File: config.mk
export PLATFORM = sky130hd
export DESIGN_NAME = lfu_cache_table_flat
export DESIGN_NICKNAME = d
export VERILOG_FILES = /design/src/sv/lfu_pkg.sv /design/src/sv/lfu_req_if.sv /design/src/sv/lfu_rsp_if.sv /design/src/sv/lfu_ctrl.sv /design/src/sv/lfu_datapath.sv /design/src/sv/lfu_cache_table.sv /design/src/flat_wrapper.sv
export SDC_FILE = /design/constraint.sdc
export NUM_CORES = 2
export LEC_CHECK = 0
export ABC_AREA = 0
export BUFFER_PORTS_ARGS = -buffer_cell sky130_fd_sc_hd__buf_2
export CAP_MARGIN = 20
export CORE_AREA = 3 3 375 377
export DETAILED_ROUTE_END_ITERATION = 10
export DIE_AREA = 0 0 378 380
export PLACE_DENSITY = 0.73
export SETUP_SLACK_MARGIN = 0.1
export SLEW_MARGIN = 20
export SYNTH_ARGS = -nofsm -noshare
export SYNTH_HDL_FRONTEND = slang
export SYNTH_SLANG_ARGS = --single-unit
File: constraint.sdc
create_clock -name clock -period 12.78 [get_ports clock]
set_input_delay 1.917 -clock clock [delete_from_list [all_inputs] [get_ports clock]]
set_output_delay 1.917 -clock clock [all_outputs]
set_load 0.02 [all_outputs]
File: src/sv/lfu_pkg.sv
// ----------------------------------------------------------------------------
// lfu_pkg
// Shared constants, codes and control bundles of the LFU cache table.
// ----------------------------------------------------------------------------
package lfu_pkg;

   localparam int CAPACITY_DEF   = 16;
   localparam int COUNT_BITS_DEF = 16;

   localparam int KEY_W   = 32;
   localparam int VALUE_W = 32;
   localparam int CFG_W   = 5;

   localparam logic [CFG_W-1:0] ACTIVE_CAP_RESET = 5'd16;

   localparam int CSR_ADDR_W = 3;
   localparam int CSR_DATA_W = 32;

   // register index as decoded from paddr[2]
   localparam logic REG_ACTIVE_CAPACITY = 1'b0;

   localparam logic OP_GET = 1'b0;
   localparam logic OP_PUT = 1'b1;

   localparam logic [VALUE_W-1:0] MISS_VALUE = '1;

   typedef struct packed {
      logic clear;
      logic load;
      logic issue;
      logic sweep;
      logic decide;
      logic load_rsp;
   } lfu_cmd_type;

   typedef struct packed {
      logic issue_last;
      logic do_sweep;
      logic is_get;
   } lfu_status_type;

endpackage

File: src/sv/lfu_req_if.sv
// ----------------------------------------------------------------------------
// lfu_req_if
// Request channel: one get or put item per handshake.
// ----------------------------------------------------------------------------
interface lfu_req_if;
   import lfu_pkg::*;

   logic                      valid;
   logic                      ready;
   logic                      operation;
   logic signed [KEY_W-1:0]   key;
   logic signed [VALUE_W-1:0] value;

   modport source (output valid, operation, key, value, input ready);
   modport sink   (input valid, operation, key, value, output ready);
endinterface

File: src/sv/lfu_rsp_if.sv
// ----------------------------------------------------------------------------
// lfu_rsp_if
// Response channel: hit flag and read value of one get.
// ----------------------------------------------------------------------------
interface lfu_rsp_if;
   import lfu_pkg::*;

   logic                      valid;
   logic                      ready;
   logic                      hit;
   logic signed [VALUE_W-1:0] read_value;

   modport source (output valid, hit, read_value, input ready);
   modport sink   (input valid, hit, read_value, output ready);
endinterface

File: src/sv/lfu_ctrl.sv
// ----------------------------------------------------------------------------
// lfu_ctrl
// Sequencer: scan pass, decision, update sweep and response handoff.
// ----------------------------------------------------------------------------
module lfu_ctrl (
   input  logic                    clock,
   input  logic                    reset,
   input  logic                    req_valid,
   output logic                    req_ready,
   output logic                    rsp_valid,
   input  logic                    rsp_ready,
   output lfu_pkg::lfu_cmd_type    cmd,
   input  lfu_pkg::lfu_status_type status
);
   import lfu_pkg::*;

   typedef enum logic [2:0] {
      ST_IDLE,
      ST_SCAN,
      ST_SCAN_END,
      ST_DECIDE,
      ST_SWEEP,
      ST_SWEEP_END,
      ST_FINISH
   } state_type;

   state_type state_ff, state_in;
   logic      rsp_valid_ff, rsp_valid_in;

   assign req_ready = (state_ff == ST_IDLE);
   assign rsp_valid = rsp_valid_ff;

   always_comb begin
      state_in     = state_ff;
      rsp_valid_in = rsp_valid_ff && !rsp_ready;
      cmd          = '0;
      case (state_ff)
         ST_IDLE: begin
            if (req_valid) begin
               cmd.load  = 1'b1;
               cmd.clear = 1'b1;
               state_in  = ST_SCAN;
            end
         end
         ST_SCAN: begin
            cmd.issue = 1'b1;
            if (status.issue_last) begin
               state_in = ST_SCAN_END;
            end
         end
         ST_SCAN_END: begin
            state_in = ST_DECIDE;
         end
         ST_DECIDE: begin
            cmd.decide = 1'b1;
            state_in   = status.do_sweep ? ST_SWEEP : ST_FINISH;
         end
         ST_SWEEP: begin
            cmd.issue = 1'b1;
            cmd.sweep = 1'b1;
            if (status.issue_last) begin
               state_in = ST_SWEEP_END;
            end
         end
         ST_SWEEP_END: begin
            state_in = ST_FINISH;
         end
         ST_FINISH: begin
            if (!status.is_get) begin
               state_in = ST_IDLE;
            end else if (!rsp_valid_ff || rsp_ready) begin
               cmd.load_rsp = 1'b1;
               rsp_valid_in = 1'b1;
               state_in     = ST_IDLE;
            end
         end
         default: begin
            state_in = ST_IDLE;
         end
      endcase
   end

   always_ff @(posedge clock) begin
      if (reset) begin
         state_ff     <= ST_IDLE;
         rsp_valid_ff <= 1'b0;
      end else begin
         state_ff     <= state_in;
         rsp_valid_ff <= rsp_valid_in;
      end
   end

   // a pending response is never overwritten
   assert property (@(posedge clock) disable iff (reset)
      (cmd.load_rsp && rsp_valid_ff) |-> rsp_ready)
      else $error("response overwritten while pending");

   // a new item only starts from idle
   assert property (@(posedge clock) disable iff (reset)
      cmd.load |=> (state_ff == ST_SCAN))
      else $error("item start did not enter scan");

endmodule

File: src/sv/lfu_datapath.sv
// ----------------------------------------------------------------------------
// lfu_datapath
// Entry memory, valid bits, scan accumulators and read-modify-write sweep.
// ----------------------------------------------------------------------------
module lfu_datapath #(
   parameter int CAPACITY   = lfu_pkg::CAPACITY_DEF,
   parameter int COUNT_BITS = lfu_pkg::COUNT_BITS_DEF
) (
   input  logic                               clock,
   input  logic                               reset,
   input  lfu_pkg::lfu_cmd_type               cmd,
   output lfu_pkg::lfu_status_type            status,
   input  logic                               req_operation,
   input  logic signed [lfu_pkg::KEY_W-1:0]   req_key,
   input  logic signed [lfu_pkg::VALUE_W-1:0] req_value,
   input  logic [lfu_pkg::CFG_W-1:0]          active_cap,
   output logic                               rsp_hit,
   output logic signed [lfu_pkg::VALUE_W-1:0] rsp_read_value
);
   import lfu_pkg::*;

   localparam int IDX_W  = (CAPACITY > 1) ? $clog2(CAPACITY) : 1;
   localparam int USED_W = $clog2(CAPACITY + 1);
   localparam logic [IDX_W-1:0] LAST_IDX = IDX_W'(CAPACITY - 1);

   typedef struct packed {
      logic [KEY_W-1:0]      key;
      logic [VALUE_W-1:0]    value;
      logic [COUNT_BITS-1:0] count;
      logic [IDX_W-1:0]      rank;
   } entry_type;

   entry_type             mem_ff [CAPACITY];
   entry_type             rd_ff;
   entry_type             wr_word;
   logic                  wr_en;
   logic [CAPACITY-1:0]   valid_ff;

   logic                  op_ff;
   logic [KEY_W-1:0]      key_ff;
   logic [VALUE_W-1:0]    val_ff;

   logic [IDX_W-1:0]      idx_ff;
   logic [IDX_W-1:0]      pidx_ff;
   logic                  pend_ff;
   logic                  psweep_ff;

   logic                  hit_ff;
   logic [IDX_W-1:0]      hit_idx_ff;
   logic [IDX_W-1:0]      hit_rank_ff;
   logic [VALUE_W-1:0]    hit_value_ff;
   logic [USED_W-1:0]     used_ff;
   logic                  free_found_ff;
   logic [IDX_W-1:0]      free_idx_ff;
   logic                  vic_found_ff;
   logic [IDX_W-1:0]      vic_idx_ff;
   logic [COUNT_BITS-1:0] vic_count_ff;
   logic [IDX_W-1:0]      vic_rank_ff;

   logic [IDX_W-1:0]      tgt_ff;
   logic [IDX_W-1:0]      thr_ff;
   logic                  touch_ff;
   logic                  age_all_ff;

   logic                  rsp_hit_ff;
   logic [VALUE_W-1:0]    rsp_value_ff;

   logic                  cur_valid;
   logic                  scan_en;
   logic                  full;
   logic                  dec_sweep;
   logic                  dec_touch;
   logic                  dec_age_all;
   logic [IDX_W-1:0]      dec_tgt;
   logic [IDX_W-1:0]      dec_thr;
   logic                  is_tgt;

   assign cur_valid = valid_ff[pidx_ff];
   assign scan_en   = pend_ff && !psweep_ff;
   assign is_tgt    = (pidx_ff == tgt_ff);

   assign status.issue_last = (idx_ff == LAST_IDX);
   assign status.do_sweep   = dec_sweep;
   assign status.is_get     = (op_ff == OP_GET);

   assign rsp_hit        = rsp_hit_ff;
   assign rsp_read_value = rsp_value_ff;

   // full when occupancy reaches min(active_cap, CAPACITY)
   assign full = (32'(used_ff) >= 32'(active_cap)) || (used_ff == USED_W'(CAPACITY));

   always_comb begin
      dec_sweep   = 1'b0;
      dec_touch   = 1'b0;
      dec_age_all = 1'b0;
      dec_tgt     = free_idx_ff;
      dec_thr     = hit_rank_ff;
      if (hit_ff) begin
         dec_sweep = 1'b1;
         dec_touch = 1'b1;
         dec_tgt   = hit_idx_ff;
      end else if (op_ff == OP_PUT && active_cap != '0) begin
         dec_sweep = 1'b1;
         if (full) begin
            dec_tgt = vic_idx_ff;
            dec_thr = vic_rank_ff;
         end else begin
            dec_age_all = 1'b1;
         end
      end
   end

   always_comb begin
      wr_word = rd_ff;
      if (is_tgt) begin
         wr_word.rank = '0;
         if (touch_ff) begin
            if (op_ff == OP_PUT) begin
               wr_word.value = val_ff;
            end
            if (!(&rd_ff.count)) begin
               wr_word.count = rd_ff.count + COUNT_BITS'(1);
            end
         end else begin
            wr_word.key   = key_ff;
            wr_word.value = val_ff;
            wr_word.count = COUNT_BITS'(1);
         end
      end else if (cur_valid && (age_all_ff || rd_ff.rank < thr_ff)) begin
         wr_word.rank = rd_ff.rank + IDX_W'(1);
      end
   end

   assign wr_en = pend_ff && psweep_ff && (is_tgt || cur_valid);

   // entry memory: one read and one write port
   always_ff @(posedge clock) begin
      if (cmd.issue) begin
         rd_ff <= mem_ff[idx_ff];
      end
      if (wr_en) begin
         mem_ff[pidx_ff] <= wr_word;
      end
   end

   always_ff @(posedge clock) begin
      if (reset) begin
         valid_ff  <= '0;
         pend_ff   <= 1'b0;
         psweep_ff <= 1'b0;
         idx_ff    <= '0;
      end else begin
         pend_ff   <= cmd.issue;
         psweep_ff <= cmd.sweep;
         if (cmd.clear || (cmd.issue && status.issue_last)) begin
            idx_ff <= '0;
         end else if (cmd.issue) begin
            idx_ff <= idx_ff + IDX_W'(1);
         end
         if (wr_en && is_tgt) begin
            valid_ff[pidx_ff] <= 1'b1;
         end
      end
   end

   always_ff @(posedge clock) begin
      pidx_ff <= idx_ff;
      if (cmd.load) begin
         op_ff  <= req_operation;
         key_ff <= req_key;
         val_ff <= req_value;
      end
   end

   // scan accumulators
   always_ff @(posedge clock) begin
      if (reset || cmd.clear) begin
         hit_ff        <= 1'b0;
         free_found_ff <= 1'b0;
         vic_found_ff  <= 1'b0;
         used_ff       <= '0;
      end else if (scan_en) begin
         if (cur_valid) begin
            used_ff <= used_ff + USED_W'(1);
            if (!hit_ff && rd_ff.key == key_ff) begin
               hit_ff       <= 1'b1;
               hit_idx_ff   <= pidx_ff;
               hit_rank_ff  <= rd_ff.rank;
               hit_value_ff <= rd_ff.value;
            end
            if (!vic_found_ff || rd_ff.count < vic_count_ff ||
                (rd_ff.count == vic_count_ff && rd_ff.rank > vic_rank_ff)) begin
               vic_found_ff <= 1'b1;
               vic_idx_ff   <= pidx_ff;
               vic_count_ff <= rd_ff.count;
               vic_rank_ff  <= rd_ff.rank;
            end
         end else if (!free_found_ff) begin
            free_found_ff <= 1'b1;
            free_idx_ff   <= pidx_ff;
         end
      end
   end

   always_ff @(posedge clock) begin
      if (cmd.decide) begin
         tgt_ff     <= dec_tgt;
         thr_ff     <= dec_thr;
         touch_ff   <= dec_touch;
         age_all_ff <= dec_age_all;
      end
      if (cmd.load_rsp) begin
         rsp_hit_ff   <= hit_ff;
         rsp_value_ff <= hit_ff ? hit_value_ff : MISS_VALUE;
      end
   end

   assert property (@(posedge clock) disable iff (reset)
      used_ff <= USED_W'(CAPACITY))
      else $error("occupancy count above capacity");

   assert property (@(posedge clock) disable iff (reset)
      hit_ff |-> valid_ff[hit_idx_ff])
      else $error("key match on an invalid entry");

   assert property (@(posedge clock) disable iff (reset)
      vic_found_ff |-> valid_ff[vic_idx_ff])
      else $error("victim is an invalid entry");

   assert property (@(posedge clock) disable iff (reset)
      (cmd.decide && dec_sweep && !dec_touch && !full) |-> free_found_ff)
      else $error("insert without a free entry");

endmodule

File: src/sv/lfu_cache_table.sv
// ----------------------------------------------------------------------------
// lfu_cache_table
// Key-value cache with LFU replacement and LRU tie-break among equal counts.
//
//   channel | dir | handshake         | payload
//   --------+-----+-------------------+-------------------------------------
//   req_bus | in  | valid/ready       | operation, key, value
//   rsp_bus | out | valid/ready       | hit, read_value (gets only)
//   csr     | in  | APB psel/penable  | active_capacity at byte address 0
//
// An item makes one pass over the entry memory, which has one read and one
// write port, to match and pick a victim; a get miss or a put that does
// nothing ends there. When entries are touched or inserted, a second, read-
// modify-write pass updates ranks. Items are taken one at a time; a finished get
// response waits in an output register while the next item is accepted.
// Synchronous reset clears valid bits, control and active_capacity to 16.
// ----------------------------------------------------------------------------
module lfu_cache_table #(
   parameter int CAPACITY   = lfu_pkg::CAPACITY_DEF,
   parameter int COUNT_BITS = lfu_pkg::COUNT_BITS_DEF
) (
   input  logic                             clock,
   input  logic                             reset,
   lfu_req_if.sink                          req_bus,
   lfu_rsp_if.source                        rsp_bus,
   input  logic                             psel,
   input  logic                             penable,
   input  logic                             pwrite,
   input  logic [lfu_pkg::CSR_ADDR_W-1:0]   paddr,
   input  logic [lfu_pkg::CSR_DATA_W-1:0]   pwdata,
   output logic [lfu_pkg::CSR_DATA_W-1:0]   prdata,
   output logic                             pready
);
   import lfu_pkg::*;

   lfu_cmd_type       cmd;
   lfu_status_type    status;
   logic [CFG_W-1:0]  active_cap_ff;
   logic              csr_sel;

   assign pready  = 1'b1;
   assign csr_sel = (paddr[2] == REG_ACTIVE_CAPACITY);
   assign prdata  = csr_sel ? CSR_DATA_W'(active_cap_ff) : '0;

   always_ff @(posedge clock) begin
      if (reset) begin
         active_cap_ff <= ACTIVE_CAP_RESET;
      end else if (psel && penable && pwrite && pready && csr_sel) begin
         active_cap_ff <= pwdata[CFG_W-1:0];
      end
   end

   lfu_ctrl u_ctrl (
      .clock     (clock),
      .reset     (reset),
      .req_valid (req_bus.valid),
      .req_ready (req_bus.ready),
      .rsp_valid (rsp_bus.valid),
      .rsp_ready (rsp_bus.ready),
      .cmd       (cmd),
      .status    (status)
   );

   lfu_datapath #(
      .CAPACITY   (CAPACITY),
      .COUNT_BITS (COUNT_BITS)
   ) u_datapath (
      .clock          (clock),
      .reset          (reset),
      .cmd            (cmd),
      .status         (status),
      .req_operation  (req_bus.operation),
      .req_key        (req_bus.key),
      .req_value      (req_bus.value),
      .active_cap     (active_cap_ff),
      .rsp_hit        (rsp_bus.hit),
      .rsp_read_value (rsp_bus.read_value)
   );

endmodule

File: src/flat_wrapper.sv
// flat-port wrapper written by rule: the top's interface ports become plain ports
module lfu_cache_table_flat import lfu_pkg::*;
#(
   parameter int CAPACITY   = lfu_pkg::CAPACITY_DEF,
   parameter int COUNT_BITS = lfu_pkg::COUNT_BITS_DEF
)
  (clock, reset, psel, penable, pwrite, paddr, pwdata, prdata, pready, req_bus_valid, req_bus_operation, req_bus_key, req_bus_value, req_bus_ready, rsp_bus_valid, rsp_bus_hit, rsp_bus_read_value, rsp_bus_ready);
  lfu_req_if req_bus_i ();
  lfu_rsp_if rsp_bus_i ();
  input  logic clock;
  input  logic reset;
  input  logic psel;
  input  logic penable;
  input  logic pwrite;
  input  logic [lfu_pkg::CSR_ADDR_W-1:0] paddr;
  input  logic [lfu_pkg::CSR_DATA_W-1:0] pwdata;
  output logic [lfu_pkg::CSR_DATA_W-1:0] prdata;
  output logic pready;
  input wire logic [$bits(req_bus_i.valid)-1:0] req_bus_valid;
  input wire logic [$bits(req_bus_i.operation)-1:0] req_bus_operation;
  input wire logic [$bits(req_bus_i.key)-1:0] req_bus_key;
  input wire logic [$bits(req_bus_i.value)-1:0] req_bus_value;
  output wire logic [$bits(req_bus_i.ready)-1:0] req_bus_ready;
  output wire logic [$bits(rsp_bus_i.valid)-1:0] rsp_bus_valid;
  output wire logic [$bits(rsp_bus_i.hit)-1:0] rsp_bus_hit;
  output wire logic [$bits(rsp_bus_i.read_value)-1:0] rsp_bus_read_value;
  input wire logic [$bits(rsp_bus_i.ready)-1:0] rsp_bus_ready;
  assign req_bus_i.valid = req_bus_valid;
  assign req_bus_i.operation = req_bus_operation;
  assign req_bus_i.key = req_bus_key;
  assign req_bus_i.value = req_bus_value;
  assign req_bus_ready = req_bus_i.ready;
  assign rsp_bus_valid = rsp_bus_i.valid;
  assign rsp_bus_hit = rsp_bus_i.hit;
  assign rsp_bus_read_value = rsp_bus_i.read_value;
  assign rsp_bus_i.ready = rsp_bus_ready;
  lfu_cache_table #(.CAPACITY(CAPACITY), .COUNT_BITS(COUNT_BITS)) u_core (.clock(clock), .reset(reset), .req_bus(req_bus_i), .rsp_bus(rsp_bus_i), .psel(psel), .penable(penable), .pwrite(pwrite), .paddr(paddr), .pwdata(pwdata), .prdata(prdata), .pready(pready));
endmodule
# Yosys cells after proc, flatten, opt, wreduce, memory -nomap -nowiden
# Memories as Yosys holds them, arrays and structs flattened. A register that Yosys moved wholly into a read port is not among the register bits.
# Index checks and enable logic that the tools add are counted.
[word_totals]
ff_bits = 219
mem_bits_rw = 1344
output_inout_bits = 68
elab_cells = 143
n_memories = 1
[classes]
addsub = 4
magnitude_cmp = 6
n_eq_ne = 15
muxes = 42
n_bitwise = 6
reduce_logical = 41
[mem_list]
columns = ["name", "words", "width", "read_ports", "rd_clocked_by_memory_dff", "write_ports", "line_no", "text"]
rows = [
  ["u_core.u_datapath.mem_ff", 16, 84, 1, 1, 1, "lfu_datapath.sv:33", "entry_type mem_ff [CAPACITY];"],
]
[op_table]
columns = ["operator", "count"]
rows = [
  ["two-way mux 80 bit", 1],
  ["two-way mux 32 bit", 2],
  ["two-way mux 48 bit", 1],
  ["== test 32 bit", 1],
  ["two-way mux 4 bit", 8],
  ["one-hot mux 3 bit (7 select lines)", 1],
  ["two-way mux 1 bit", 17],
  ["adder 16 x 1 -> 16 bit, second input constant", 1],
  ["== test 16 bit", 1],
  ["less-than comparator 16 bit", 1],
  ["two-way mux 16 bit", 1],
  ["OR 16 bit", 1],
  ["AND reduction 16 bit", 1],
  ["AND reduction 4 bit", 4],
  ["two-way mux 3 bit", 5],
  ["logical AND 1 bit", 14],
  ["== test 3 bit, second input constant", 3],
  ["adder 4 x 1 -> 4 bit, second input constant", 2],
  ["logical OR 1 bit", 8],
  ["== test 3 x 2 -> 1 bit, second input constant", 2],
  ["two-way mux 2 bit", 3],
  ["inequality test 2 bit, second input constant", 3],
  ["AND reduction 3 bit", 2],
  ["OR reduction 2 bit", 3],
  ["19 further kinds", 28],
]

# Depth between registers and ports, before layout
[depth]
word_depth = 6
ltp_mapped = 8
depth_no_buf = 8

# Modules after synthesis
# Synthesis repeated with hierarchy kept, for this count alone.
[hier_totals]
cells_unflattened = 2754
hier_area_um2 = 63095.5
[by_module_without_submodules]
columns = ["module", "instances", "cells_each", "area_per_inst_um2"]
rows = [
  ["lfu_datapath", 1, 2660, 62312.3],
  ["lfu_cache_table", 1, 58, 494.2],
  ["lfu_ctrl", 1, 36, 289.0],
]

# Least setup slack after synthesis
# No wires, ideal clock.
[synth_path]
path_kind = "register to register"
start = "register u_core.u_datapath.pidx_ff[1]"
end = "memory u_core.u_datapath.mem_ff[1][0] (netlist bit), enable pin"
setup_time_ns = 0.629
t_arrival_ns = 6.991
required_ns = 12.151
path_slack_ns = 5.160
stages_incl_launch_ff = 8
path_buffers = 2
period_less_slack_ns = 7.620
cell_sequence = "dfxtp_1 > buf_6 > xnor2_1 > nand4_1 > buf_2 > a21oi_1 > nand2b_1 > nor3_1"
[synth_between]
elab_chain_cells = 6
[synth_rtl]
columns = ["element", "line_no", "text"]
rows = [
  ["start: declaration", "lfu_datapath.sv:44", "logic [IDX_W-1:0] pidx_ff;"],
  ["start signal: assignment", "lfu_datapath.sv:167", "pidx_ff <= idx_ff;"],
  ["binary-select mux 1 bit (select 4 bit)", "lfu_datapath.sv:78", "assign cur_valid = valid_ff[pidx_ff];"],
  ["two-way mux 1 bit (not written as such)", "lfu_datapath.sv:78", ""],
  ["logical OR 1 bit", "lfu_datapath.sv:134", "assign wr_en = pend_ff && psweep_ff && (is_tgt || cur_valid);"],
  ["logical AND 1 bit", "lfu_datapath.sv:134", ""],
  ["two-way mux 1 bit", "lfu_datapath.sv:141", "if (wr_en) begin"],
  ["two-way mux 1 bit (not written as such)", "lfu_datapath.sv:142", "mem_ff[pidx_ff] <= wr_word;"],
  ["end: declaration", "lfu_datapath.sv:33", ""],
]
# Several ways; a longest one is shown, not always the timed one. The select of a mux whose other input is x is not followed.

# Worst setup path after layout
[layout_path]
start = "register u_core.u_datapath.pidx_ff[1]"
end = "memory u_core.u_datapath.mem_ff[5][39] (netlist bit), enable pin"
# Same word-level chain as after synthesis.

==> impl_metrics.env <==
export IMPL_yosysSeqAreaShare_pct=77.76
export IMPL_drv_slew=0
export IMPL_endpoint_kind="flop"
export IMPL_period_needed_ns=4.364
export IMPL_cts_resized=0
export IMPL_row_count=136
export IMPL_port_buffers=117
export IMPL_dr_pass1_iters=5
export IMPL_initial_core_util_pct=45.85
export IMPL_synth_top_family_by_area="multiplexers"
export IMPL_irDropWorstVdd_mv=0.1208
export IMPL_maxCapViolations=0
export IMPL_overflow=0
export IMPL_timing_fmax_mhz=229.1
export IMPL_post_drt_wl_per_cell_um=26.84
export IMPL_setup_tns_ns=0
export IMPL_grt_use_total_pct=18.42
export IMPL_numCtsBuffers=158
export IMPL_power_per_cell_area_nw_per_um2=158.1
export IMPL_grt_setup_unrepaired="no"
export IMPL_max_slew_margin_pct=25.24
export IMPL_mostFrequentLayoutCells="1604 x edfxtp_1, 424 x mux4_2, 159 x clkbuf_16"
export IMPL_globalplace_congestion=0.7622
export IMPL_vias_per_cell=5.828
export IMPL_num_vias=28440
export IMPL_mappedNetlistArea_sq_um=63050
export IMPL_p_leak_nw=21.94
export IMPL_dieArea_sq_um=143600
export IMPL_synth_edf_count=1604
export IMPL_cts_tree="done"
export IMPL_outcome="complete, no violations"
export IMPL_synthArstFlopShare_pct=0
export IMPL_cp_start_kind="flop"
export IMPL_hp_class="reg2reg"
export IMPL_avgSynthCellArea_sq_um=22.92
export IMPL_ant_nets=0
export IMPL_cp_arrival_ns=4.75
export IMPL_synth_mux_area_share_pct=16.51
export IMPL_postCtsSetupRepairBufs=0
export IMPL_final_common_cell="edfxtp_1"
export IMPL_min_period_over_period_pct=34.15
export IMPL_clk_pin_slew_ns=0.06
export IMPL_worst_pin_slew_ns=1.121
export IMPL_clkLatencyLatePin_ns=0.78
export IMPL_drt_iter0_drc=3114
export IMPL_dp_hpwl_mm=61.95
export IMPL_syn_inst=2751
export IMPL_grt_pass1_vias=29310
export IMPL_synth_cell_types=61
export IMPL_hold_violations=0
export IMPL_drc=0
export IMPL_synth_seq_cells=1647
export IMPL_antenna_found_initial=3
export IMPL_drive_above_1_share_pct=29.09
export IMPL_clock_sinks=1647
export IMPL_clock_skew_ns=0.03709
export IMPL_htreeDepth=4
export IMPL_synth_adder_area_share_pct=0.6549
export IMPL_core_area_sq_um=137500
export IMPL_cts_hold_repair_buffers=0
export IMPL_grt_max_degree=146
export IMPL_whs_ns=0.4404
export IMPL_fp_dieW_um=378
export IMPL_synth_xor_area_share_pct=0.6946
export IMPL_setup_violations=0
export IMPL_die_height_um=380
export IMPL_grt_first_pass_wirelength_mm=195.1
export IMPL_synth_compound_area_share_pct=1.034
export IMPL_yosys_area_top_type="edfxtp_1"
export IMPL_ys_flop_type="edfxtp_1"
export IMPL_cp_max_fo=39
export IMPL_area_growth_pct=12.50
export IMPL_synth_area_top_cells="edfxtp_1 76%, mux4_2 15%, dfxtp_1 1.4%"
export IMPL_drt_total_wl_mm=131.0
export IMPL_ios=175
export IMPL_nets=3100
export IMPL_ys_warn_count=0
export IMPL_crit_required_ns=13.17
export IMPL_synthSimpleGateAreaFrac_pct=1.871
export IMPL_clock_root_buffer="clkbuf_16"
export IMPL_cts_buffer_depth=3
export IMPL_crit_type="reg2reg"
export IMPL_netlist_area_leader_share_pct=76.40
[worst max-delay path, cell delays in order, from the launching register on]
cell and delay, ns:
dfxtp_1 0.72, xnor2_1 0.21, nand4_1 0.66, a21oi_1 0.46, nand2b_1 0.29, nor2_4 0.83
buf_4 0.79
[routing by layer]
metal  vias up  global-route usage, %  part of all wire (%)
met1     15230                  25.43                    40
met3       189                  3.664                   6.8
met5         -                      0                 0.015
met4         2                  4.698                   2.0
li1      11900                      -                     -
met2      1117                  30.34                    51
[flip-flops by register name (all words and copies together), names as in the netlist, 5 cells and up]
name	flops
u_core.u_datapath.mem_ff	1344
u_core.u_datapath.rd_ff	84
u_core.u_datapath.hit_value_ff	32
u_core.u_datapath.key_ff	32
u_core.u_datapath.rsp_read_value	32
u_core.u_datapath.val_ff	32
u_core.u_datapath.valid_ff	16
u_core.u_datapath.vic_count_ff	16
u_core.active_cap_ff	5
u_core.u_datapath.used_ff	5
[kinds of logic after synthesis]
logic type | count (synthesis)
and+or+nand+nor | 233
xor gates and xnor gates | 50
DFF | 1647
buffers and inverters | 193
adders and majority gates | 33
AOI/OAI and AO/OA | 93
other | 2
muxes | 500
[final cells by class]
cell class,count,area (sq um)
diodes,2,5.005
clock buffers,194,4110
clock inverters,90,957.2
fillers,10280,66560
inverters,43,163.9
multi-input cells,937,13360
flip-flops and latches,1647,49040
well taps,1794,2245
repair buffers,173,1044
[stage by stage]
stage / cell area, sq um / utilization, % / setup slack [ns] / instances / power (W)
after floorplan: 63140 / - / 5.160 / 2777 / 0.006596
after global placement: 65840 / 47.89 / 8.210 / 4594 / 0.006740
after detailed placement: 65840 / 47.89 / 8.155 / 4594 / 0.006757
after CTS: 70910 / 51.57 / 8.327 / 4878 / 0.01131
after global routing: 70930 / 51.59 / 8.115 / 4878 / 0.01156
final: 70930 / 51.59 / 8.416 / 4880 / 0.01121
[synthesized netlist by cell type, drive strengths merged, types with 3 or more instances]
cell type	instances
edfxtp	1604
mux4	424
nor2	86
buf	85
mux2	69
clkbuf	65
nand2b	44
dfxtp	43
inv	43
a21oi	36
ha	33
xor2	33
nand2	27
xnor2	17
nand3	15
nor3	15
nand4	11
o21ai	11
nor4	10
a31oi	8
a21o	7
mux2i	7
nor2b	6
a21boi	4
a2bb2oi	4
a31o	4
o31ai	4
or3	4
a211oi	3
[worst paths after layout]
| check | startpoint | to | slack, ns | cells past startpoint |
|---|---|---|---|---|
| worst min-delay path | u_core.u_datapath.rd_ff[35]$_DFFE_PN_ | u_core.u_datapath.hit_value_ff[15]$_DFFE_PP_ | 0.44 | 0 |
| worst min register to register | u_core.u_datapath.rd_ff[35]$_DFFE_PN_ | u_core.u_datapath.hit_value_ff[15]$_DFFE_PP_ | 0.44 | 0 |
| worst max register to register | u_core.u_datapath.pidx_ff[1]$_DFF_P_ | u_core.u_datapath.mem_ff[5][39]$_DFFE_PP_ | 8.42 | 6 |
| worst max-delay path | u_core.u_datapath.pidx_ff[1]$_DFF_P_ | u_core.u_datapath.mem_ff[5][39]$_DFFE_PP_ | 8.42 | 6 |
[power breakdown]
part | leakage (nW) | internal (W) | total [W] | switching, W
clock | 2.46 | 0.00262 | 0.00457 | 0.00195
sequential | 14.9 | 0.00606 | 0.00612 | 0.0000541
combinational | 4.56 | 0.000213 | 0.000523 | 0.000311
Power figures use the tool's default switching activity.
